==> src/mrfc_pkg.sv <==
package mrfc_pkg;

	localparam logic [15:0] CrcPoly   = 16'hA001;
	localparam logic [15:0] CrcInit   = 16'hFFFF;
	localparam logic [7:0]  AddrReset = 8'h01;

	// frame byte positions
	localparam logic [2:0] PosIdle   = 3'd0;
	localparam logic [2:0] PosRdHigh = 3'd3;
	localparam logic [2:0] PosRdLow  = 3'd4;
	localparam logic [2:0] PosCrcLow = 3'd5;
	localparam logic [2:0] PosLast   = 3'd6;
	localparam logic [2:0] PosStray  = 3'd7;

	typedef struct packed {
		logic        last;
		logic [15:0] reading;
		logic        crc_good;
	} frame_res_t;

	// one byte of reflected crc-16, lsb first
	function automatic logic [15:0] crc_byte(input logic [15:0] crc_in, input logic [7:0] b);
		logic [15:0] c;
		c = crc_in ^ {8'h00, b};
		for (int i = 0; i < 8; i++) begin
			if (c[0]) begin
				c = (c >> 1) ^ CrcPoly;
			end else begin
				c = c >> 1;
			end
		end
		return c;
	endfunction

endpackage

==> src/mrfc_frame.sv <==
module mrfc_frame (
	input  logic                  clk,
	input  logic                  arst_n,
	input  logic                  step,
	input  logic [7:0]            rx_byte,
	input  logic [7:0]            slave_address,
	output mrfc_pkg::frame_res_t  res
);
	import mrfc_pkg::*;

	logic [2:0]  count_q;
	logic [15:0] crc_q;
	logic [15:0] reading_q;
	logic [7:0]  crc_low_q;
	logic        idle;
	logic [15:0] crc_next;

	assign idle     = (count_q == PosIdle) || (count_q == PosStray);
	// frame start reloads the init value
	assign crc_next = crc_byte(idle ? CrcInit : crc_q, rx_byte);

	assign res.last     = (count_q == PosLast);
	assign res.reading  = reading_q;
	assign res.crc_good = ({rx_byte, crc_low_q} == crc_q);

	always_ff @(posedge clk or negedge arst_n) begin
		if (!arst_n) begin
			count_q <= PosIdle;
			crc_q   <= CrcInit;
		end else if (step) begin
			if (idle) begin
				if (rx_byte == slave_address) begin
					count_q <= 3'd1;
					crc_q   <= crc_next;
				end else begin
					count_q <= PosIdle;
				end
			end else if (count_q < PosCrcLow) begin
				count_q <= count_q + 3'd1;
				crc_q   <= crc_next;
			end else if (count_q == PosCrcLow) begin
				count_q <= count_q + 3'd1;
			end else begin
				count_q <= PosIdle;
			end
		end
	end

	always_ff @(posedge clk) begin
		if (step) begin
			if (count_q == PosRdHigh) begin
				reading_q[15:8] <= rx_byte;
			end
			if (count_q == PosRdLow) begin
				reading_q[7:0] <= rx_byte;
			end
			if (count_q == PosCrcLow) begin
				crc_low_q <= rx_byte;
			end
		end
	end

endmodule

==> config.mk <==
export PLATFORM = sky130hd
export DESIGN_NAME = mrfc_frame
export DESIGN_NICKNAME = d
export VERILOG_FILES = /design/src/mrfc_pkg.sv /design/src/mrfc_frame.sv
export SDC_FILE = /design/constraint.sdc
export NUM_CORES = 1
export LEC_CHECK = 0
export BUFFER_PORTS_ARGS = -buffer_cell sky130_fd_sc_hd__clkbuf_2
export CORE_AREA = 3 3 69 84
export DETAILED_ROUTE_END_ITERATION = 7
export DIE_AREA = 0 0 72 87
export HOLD_SLACK_MARGIN = 0.08
export PLACE_DENSITY_LB_ADDON = 0.25
export RECOVER_POWER = 100
export SLEW_MARGIN = 20
export SYNTH_ARGS = -nofsm -noshare
export SYNTH_HDL_FRONTEND = slang
export SYNTH_SLANG_ARGS = --single-unit
==> constraint.sdc <==
create_clock -name clk -period 2.4 [get_ports clk]
set_input_delay 0.12 -clock clk [delete_from_list [all_inputs] [get_ports clk]]
set_output_delay 0.12 -clock clk [all_outputs]
set_load 0.01 [all_outputs]
==> results of run 1 <==
per-layer routing:
metal  GRT usage, %  vias to the layer above
met2           27.9                       46
li1               -                      732
met5              0                        -
met3           3.46                        8
met4           6.50                        0
met1           20.6                      704
what timing repair did:
item                                    in CTS  in global routing
hold endpoints to repair                     3                  0
gates resized for setup                      0                  2
endpoints found under the setup margin       1                  1
setup buffers                                1                  2
hold buffers                                 1                  0
pin swaps                                    0                  3
state kept, by name, indices dropped and copies added (netlist names):
signal	flops
reading_q	16
count_q	3
crc_q	16
crc_low_q	8
cell families (layout without fill, tap and decap cells):
family | Yosys count | in the layout | share of synthesized area, %
xor gates and xnor gates | 53 | 53 | 23.1
AOI/OAI and AO/OA | 23 | 23 | 5.51
DFF | 43 | 43 | 54.6
buffers and inverters | 9 | 59 | 1.85
and+or+nand+nor | 49 | 49 | 10.1
muxes | 4 | 4 | 2.08
adders and majority gates | 5 | 5 | 2.81
power breakdown:
| part | switching [uW] | internal [uW] | total, uW |
|---|---|---|---|
| Clock | 256 | 416 | 672 |
| Sequential | 189 | 1030 | 1220 |
| Combinational | 504 | 572 | 1080 |
worst paths after layout:
kind | start | to | slack [ns] | cells past startpoint
setup / recovery | count_q[0] | crc_q[0] | 0.16 | 8
hold / removal | step | count_q[2] | 0.15 | 2
setup reg to reg | count_q[0] | crc_q[0] | 0.16 | 8
hold reg to reg | crc_q[15] | crc_q[15] | 0.51 | 2
max in group asynchronous | arst_n | count_q[2] | 1.18 | 2
min in group asynchronous | arst_n | count_q[0] | 0.56 | 2
worst reg2reg max path, cell delays in order (launching register included):
cell and delay [ns]:
dfrtp_1 0.39, inv_1 0.09, ha_1 0.25, mux2_4 0.32, buf_4 0.18, nor2_1 0.13, xnor2_1 0.23, xnor3_1 0.46
o21ai_1 0.14
synthesized netlist by cell type:
| cell | instances | area (sq um) |
|---|---|---|
| nand2_1 | 19 | 71.3 |
| nor3_1 | 1 | 5.00 |
| inv_1 | 3 | 11.3 |
| nand3_1 | 1 | 5.00 |
| nor2_4 | 1 | 11.3 |
| xnor3_1 | 2 | 45.0 |
| o22ai_1 | 2 | 12.5 |
| xor2_1 | 15 | 131 |
| dfstp_2 | 16 | 420 |
| clkbuf_1 | 5 | 18.8 |
| mux2_4 | 1 | 15.0 |
| xnor2_1 | 34 | 298 |
| o21ai_0 | 18 | 90.1 |
| mux2i_1 | 2 | 20.0 |
| a21bo_2 | 1 | 10.0 |
| ha_1 | 5 | 62.6 |
| nor2_1 | 15 | 56.3 |
| nand2b_1 | 1 | 6.26 |
| edfxtp_1 | 24 | 721 |
| xnor3_2 | 1 | 23.8 |
| mux2_2 | 1 | 11.3 |
| buf_6 | 1 | 11.3 |
| nor4_1 | 3 | 18.8 |
| dfrtp_1 | 3 | 75.1 |
| a21oi_1 | 1 | 5.00 |
| o21ai_1 | 1 | 5.00 |
| xnor2_2 | 1 | 16.3 |
| and2_1 | 2 | 12.5 |
| nand4_1 | 4 | 25.0 |
| and3_1 | 2 | 12.5 |
final cells by class:
class	instances	area [sq um]	share of cell area [%]
Timing Repair Buffer	48	220	8.36
Clock inverter	2	60.1	2.28
Sequential cell	43	1220	46.2
Multi-Input combinational cell	134	980	37.2
Tap cell	60	75.1	2.85
Inverter	3	11.3	0.427
Clock buffer	6	72.6	2.75
through the flow:
step                      instances  utilization, %  instance area, sq um  setup WS [ns]  hold WS, ns
final                           296            52.6                  2640          0.162        0.150
after global routing            296            52.6                  2640        0.00682        0.145
after detailed placement        284            50.1                  2510        0.00567        0.113
after floorplan                 186               -                  2230          0.157       -0.176
after CTS                       294            53.1                  2660         0.0181        0.130
after global placement          284            50.1                  2510         0.0931        0.104
==> results_dict.tcl, run 1 <==
set metrics [dict create \
    crit_fanout 8 \
    syn_avg_cell_area_sq_um 12.0 \
    power_density_nw_per_um2 1120 \
    drive_gt1_share_pct 19.5 \
    finalSetupTns_ns 0 \
    ios 37 \
    tritoncts "built" \
    crit_type "flop to flop" \
    synth_seq_cells 43 \
    syn_nets 210 \
    p_leak_uw 0.000988 \
    p_total_uw 2960 \
    slowest_stage "xnor3_1" \
    final_nets 259 \
    met3_length_microns 232 \
    overflow 0 \
    cp_top_family "XOR/XNOR gates" \
    relSlewSlack_pct 25.8 \
    fmax_mhz 447 \
    gp_congestion 0.815 \
    vias 1490 \
    drc 0 \
    grt_max_degree 31 \
    n_fill_cell 444 \
    hpwl_microns 3590 \
    start_kind "flop" \
    grt.total_usage_pct 16.5 \
    area_growth_pct 18.3 \
    path_cells "inv_1 > ha_1 > mux2_4 > buf_4 > nor2_1 > xnor2_1 > xnor3_1 > o21ai_1" \
    dr.pass1.iters 4 \
    grt_pass1_wl_microns 7710 \
    antenna_found_initial 0 \
    antenna_left 0 \
    finalHoldViolations 0 \
    required_ns 2.63 \
    finalMaxSlewViolations 0 \
    ys_warn_count 0 \
    worst_slew_pin_slew_ns 1.11 \
    start_util_pct 44.5 \
    layout_min_cycle_time_ns 2.24 \
    min_path_type "primary input to flop" \
    met1_length_microns 2200 \
    clock_sinks 43 \
    clock_latency_ns 0.30 \
    arrival_ns 2.47 \
    numCtsBuffers 5 \
    top_layer_used "met4" \
    syn_inst 186 \
    rsz0062_at_grt "false" \
    wl_met2_microns 2350 \
    setup-violations-final 0 \
    cts_root_buf "clkbuf_8" \
    max_cap_viol_count 0 \
    ir_drop_uv 389 \
    yosysSeqAreaShare_pct 54.6 \
    cp_slowest_stage_delay_ns 0.46 \
    endpoint_kind "flop" \
    fp.dieH_microns 87 \
    htreeDepth 2 \
    num_antenna_cells 0 \
    cts.clk_slew.worst_paths_ns 0.08 \
    routed_wl_microns 4860 \
    period_share_pct 93.2 \
    grt_pass1_vias 1509 \
    fp.coreArea_sq_um 5010 \
    crit_buf_inv 2 \
    wire_per_inst_microns 16.4 \
    placementRows 28 \
    syn_area_sq_um 2230 \
    clock_skew_ns 0.00282 \
    status "finished, final reports clean" \
    io_buffers 36 \
    drt_iter0_drc 104 \
    clock_tree.buffer_depth 2 \
    synth.distinct_cells 30 \
    die-area_sq_um 6260 \
    drt-vias-per-instance 5.03 \
    layout_common_cells "xnor2_1 (33), clkbuf_1 (33), edfxtp_1 (24)" \
    die_w_microns 72 \
]
Note: power is estimated with default switching activity, not from simulation.
==> run 2: changes to the inputs <==
--- a/config.mk
+++ b/config.mk
@@ -7,6 +7,7 @@
 export LEC_CHECK = 0
 export BUFFER_PORTS_ARGS = -buffer_cell sky130_fd_sc_hd__clkbuf_2
 export CORE_AREA = 3 3 69 84
+export CTS_BUF_LIST = sky130_fd_sc_hd__clkbuf_8 sky130_fd_sc_hd__clkbuf_16
 export DETAILED_ROUTE_END_ITERATION = 7
 export DIE_AREA = 0 0 72 87
 export HOLD_SLACK_MARGIN = 0.08
==> run 2 against run 1 <==
Net effect: power shrank 0.13%; register-to-register slack about the same; final cell count stayed put; sequential power about the same; first-iteration DRC count is 0.96% higher; routed wire length stayed put; critical path type unchanged; critical endpoint unchanged; largest power group unchanged.
==> results_dict.tcl, run 2 (same netlist as run 1, synthesis figures left out) <==
set metrics [dict create \
    placementRows 28 \
    final_cells 296 \
    grt.total_usage_pct 16.5 \
    final_nets 259 \
    grt_pass1_vias 1509 \
    dp.cells 284 \
    period_share_pct 93.2 \
    io_buffers 36 \
    worst_slew_pin_slew_ns 1.11 \
    htreeDepth 2 \
    cts_root_buf "clkbuf_8" \
    start_kind "flop" \
    arrival_ns 2.47 \
    worstHoldEndpoint "count_q[2]" \
    final_common_cell "xnor2_1" \
    tritoncts "built" \
    crit_fanout 8 \
    vias 1490 \
    num_antenna_cells 0 \
    fp.dieH_microns 87 \
    fp.coreArea_sq_um 5010 \
    clock_latency_ns 0.30 \
    numCtsBuffers 5 \
    antenna_found_initial 0 \
    p_leak_uw 0.000992 \
    routed_wl_microns 4860 \
    hpwl_microns 3590 \
    start_util_pct 44.5 \
    finalMaxSlewViolations 0 \
    worstReg2RegEnd "crc_q[0]" \
    hold_start "step" \
    layout_min_cycle_time_ns 2.24 \
    required_ns 2.63 \
    grt_max_degree 31 \
    drt-vias-per-instance 5.03 \
    min_path_type "primary input to flop" \
    rr_worst_depth 8 \
    final-seq-area_sq_um 1220 \
    regToRegSetupSlack_ns 0.16 \
    ir_drop_uv 389 \
    die_w_microns 72 \
    grt_pass1_wl_microns 7710 \
    finalSetupTns_ns 0 \
    n_fill_cell 444 \
    max_cap_viol_count 0 \
    fmax_mhz 447 \
    layout_common_cells "xnor2_1 (33), clkbuf_1 (32), edfxtp_1 (24)" \
    drt_iter0_drc 105 \
    crit_type "flop to flop" \
    dr.pass1.iters 4 \
    endpoint_kind "flop" \
    clock_tree.buffer_depth 2 \
    setup-violations-final 0 \
    area_growth_pct 18.3 \
    ios 37 \
    reg.largest.list "crc_q (16), reading_q (16), crc_low_q (8)" \
    multi_input_area_sq_um 980 \
    regToRegStartpoint "count_q[0]" \
    rsz0062_at_grt "false" \
    antenna_left 0 \
    overflow 0 \
    worstHoldPathCells 2 \
    gp_congestion 0.815 \
    cts.clk_slew.worst_paths_ns 0.08 \
    wire_per_inst_microns 16.4 \
    die-area_sq_um 6260 \
    clock_skew_ns 0.00282 \
    finalHoldViolations 0 \
    relSlewSlack_pct 25.8 \
    status "finished, final reports clean" \
    drive_gt1_share_pct 19.5 \
    drc 0 \
    clock_sinks 43 \
    power_density_nw_per_um2 1120 \
]
## run 2: cell count changes in the layout (fill, tap and decap cells not counted)
cell,delta
inv_1,+1
clkbuf_1,-1
## run 2: how the worst max path moves through the flow
stage	startpoint	endpoint	slack, ns	depth (start not counted)
detailed placement	count_q[0]	crc_q[0]	0.006	8
floorplan	count_q[0]	crc_q[0]	0.16	8
global placement	count_q[0]	crc_q[0]	0.09	8
finish	count_q[0]	crc_q[0]	0.16	8
CTS	count_q[1]	crc_q[0]	0.02	8
global route	count_q[0]	crc_q[0]	0.007	8
## run 2: cell type report
cell class / instances / share of cell area [%]
well taps: 60 / 2.85
inverters: 3 / 0.427
clock buffers: 5 / 2.61
repair buffers: 48 / 8.36
multi-input cells: 134 / 37.2
flip-flops and latches: 43 / 46.2
clock inverters: 3 / 2.42
## run 2: repair_timing
item | 4_1_cts | 5_1_grt
hold endpoints to repair | 3 | 0
cloned | 0 | 0
endpoints found under the setup margin | 1 | 1
setup buffers | 1 | 2
resized for setup | 0 | 2
hold buffers | 1 | 0
pin swaps | 0 | 3
## run 2: per-layer routing
metal / routed length (microns) / part of all wire [%] / track usage, %
met5: 0 / 0 / 0
met4: 69 / 1.4 / 6.50
met1: 2200 / 45 / 20.6
met2: 2350 / 48 / 27.9
met3: 232 / 4.8 / 3.46
## run 2: where the power goes
part           leakage [uW]  internal, uW  switching [uW]
clock network     0.0000695           412             256
registers          0.000425          1030             189
logic              0.000498           572             504
total              0.000992          2010             949
## run 2: worst max-delay path: stages, from the launching register on
cell and delay (ns):
dfrtp_1 0.39, inv_1 0.09, ha_1 0.25, mux2_4 0.32, buf_4 0.17, nor2_1 0.13
xnor2_1 0.23, xnor3_1 0.46, o21ai_1 0.14
## run 2: per-stage QoR
stage / setup WS (ns) / util (%) / cell area (sq um) / total power, uW / hold WS [ns]
after detailed placement: 0.00567 / 50.1 / 2510 / 2240 / 0.113
after CTS: 0.0181 / 53.1 / 2660 / 2920 / 0.130
after global routing: 0.00682 / 52.6 / 2640 / 3150 / 0.145
final: 0.162 / 52.6 / 2640 / 2960 / 0.150
after global placement: 0.0931 / 50.1 / 2510 / 2210 / 0.104
after floorplan: 0.157 / - / 2230 / 1970 / -0.176
==> run 3: changes to the inputs <==
--- a/config.mk
+++ b/config.mk
@@ -6,13 +6,14 @@
 export NUM_CORES = 1
 export LEC_CHECK = 0
 export BUFFER_PORTS_ARGS = -buffer_cell sky130_fd_sc_hd__clkbuf_2
-export CORE_AREA = 3 3 69 84
+export CORE_AREA = 3 3 65 80
 export CTS_BUF_LIST = sky130_fd_sc_hd__clkbuf_8 sky130_fd_sc_hd__clkbuf_16
 export DETAILED_ROUTE_END_ITERATION = 7
-export DIE_AREA = 0 0 72 87
+export DIE_AREA = 0 0 68 83
 export HOLD_SLACK_MARGIN = 0.08
 export PLACE_DENSITY_LB_ADDON = 0.25
 export RECOVER_POWER = 100
+export SETUP_SLACK_MARGIN = 0.5
 export SLEW_MARGIN = 20
 export SYNTH_ARGS = -nofsm -noshare
 export SYNTH_HDL_FRONTEND = slang
==> run 3 against run 2 <==
Net effect: utilization increased by 6.3 points; final area rose by 1.2%; routed wire length decreased by 5.1%; highest routed layer unchanged.
==> results_dict.tcl, run 3 (same netlist as run 1, synthesis figures left out) <==
set metrics [dict create \
    setup-violations-final 0 \
    tritoncts "built" \
    worstHoldEndpoint "count_q[2]" \
    die-area_sq_um 5640 \
    dpl_cell_area_sq_um 2510 \
    routed_wl_microns 4610 \
    max_cap_viol_count 0 \
    crit_fanout 7 \
    min_path_type "primary input to flop" \
    rr_worst_depth 7 \
    vias 1509 \
    p_leak_uw 0.00100 \
    clock_sinks 43 \
    wire_per_inst_microns 15.6 \
    grt_max_degree 23 \
    worst_slew_pin_slew_ns 1.09 \
    fp.coreArea_sq_um 4530 \
    die_w_microns 68 \
    power_density_nw_per_um2 1050 \
    rsz0062_at_grt "true" \
    hpwl_microns 3350 \
    required_ns 2.63 \
    grt.total_usage_pct 17.8 \
    status "finished, final reports clean" \
    grt_pass1_wl_microns 7330 \
    area_growth_pct 19.7 \
    design_area_sq_um 2670 \
    start_util_pct 49.2 \
    overflow 0 \
    cts.clk_slew.worst_paths_ns 0.08 \
    regToRegSetupSlack_ns 0.37 \
    final_common_cell "clkbuf_1" \
    final_cells 296 \
    dp.cells 279 \
    antenna_left 0 \
    finalMaxSlewViolations 0 \
    io_buffers 36 \
    drive_gt1_share_pct 22.3 \
    finalSetupTns_ns 0 \
    drt-vias-per-instance 5.10 \
    drc 0 \
    fp.dieH_microns 83 \
    endpoint_kind "flop" \
    worstReg2RegEnd "crc_q[0]" \
    htreeDepth 2 \
    numCtsBuffers 5 \
    grt_pass1_vias 1466 \
    holdWs_ns 0.139 \
    ios 37 \
    clock_skew_ns 0.00433 \
    worstHoldPathCells 2 \
    clock_tree.buffer_depth 2 \
    reg.largest.list "crc_q (16), reading_q (16), crc_low_q (8)" \
    clock_latency_ns 0.30 \
    hold_start "step" \
    placementRows 27 \
    pre_cts_slack_ns 0.316 \
    period_share_pct 84.5 \
    layout_common_cells "clkbuf_1 (33), xnor2_1 (30), edfxtp_1 (24)" \
    finalHoldViolations 0 \
    layout_min_cycle_time_ns 2.03 \
    dr.pass1.iters 4 \
    cts_root_buf "clkbuf_8" \
    start_kind "flop" \
    fin_ws_ns 0.371 \
    antenna_found_initial 0 \
    final_nets 261 \
    relSlewSlack_pct 27.0 \
    drt_iter0_drc 93 \
    gp_congestion 0.817 \
    regToRegStartpoint "count_q[0]" \
    fmax_mhz 493 \
    n_fill_cell 413 \
    ir_drop_uv 412 \
    crit_type "flop to flop" \
    num_antenna_cells 0 \
    arrival_ns 2.26 \
]
## run 3: power by group
group          internal, uW  leakage [uW]  switching, uW
Sequential             1030      0.000423            176
Clock                   304     0.0000556            238
Combinational           555      0.000523            512
## run 3: metrics by stage
step | util (%) | total power [uW]
final | 58.9 | 2810
after global routing | 58.9 | 3020
after CTS | 59.6 | 2830
after detailed placement | 55.4 | 2200
after global placement | 55.4 | 2170
after floorplan | - | 1970
## run 3: cell type report
type,count,area [sq um],share of cell area (%)
tap,58,72.6,2.72
clock buffer,5,68.8,2.58
timing repair buffer,50,239,8.96
inverter,3,11.3,0.422
multi-input combinational,134,1020,38.2
sequential,43,1220,45.7
clock inverter,3,38.8,1.45
## run 3: worst max-delay path: stages, from the launching register on
cell,delay (ns)
dfrtp_1,0.38
inv_1,0.08
ha_1,0.26
mux2_4,0.35
nor2_2,0.14
xnor2_2,0.16
xnor3_1,0.43
o21ai_0,0.15
## run 3: worst max-delay path by stage
stage	startpoint	to	slack (ns)
2_1_floorplan	count_q[0]	crc_q[0]	0.50
3_3_place_gp	rx_byte[5]	crc_q[15]	0.36
3_5_place_dp	count_q[0]	crc_q[0]	0.32
4_1_cts	count_q[1]	crc_q[0]	0.39
5_1_grt	count_q[0]	crc_q[0]	0.24
6_report	count_q[0]	crc_q[0]	0.37
## run 3: what timing repair did
action	4_1_cts	5_1_grt
hold buffers	1	0
setup endpoints to repair	13	12
resized for setup	6	11
pin swaps	2	3
setup buffers	7	1
hold endpoints to repair	3	0
## run 3: metal layers
metal | up-vias | track usage [%] | part of all wire, %
li1 | 737 | - | -
met1 | 712 | 23.3 | 42
met2 | 53 | 28.4 | 50
met3 | 7 | 4.47 | 7.2
met4 | 0 | 5.42 | 1.4
met5 | - | 0 | 0
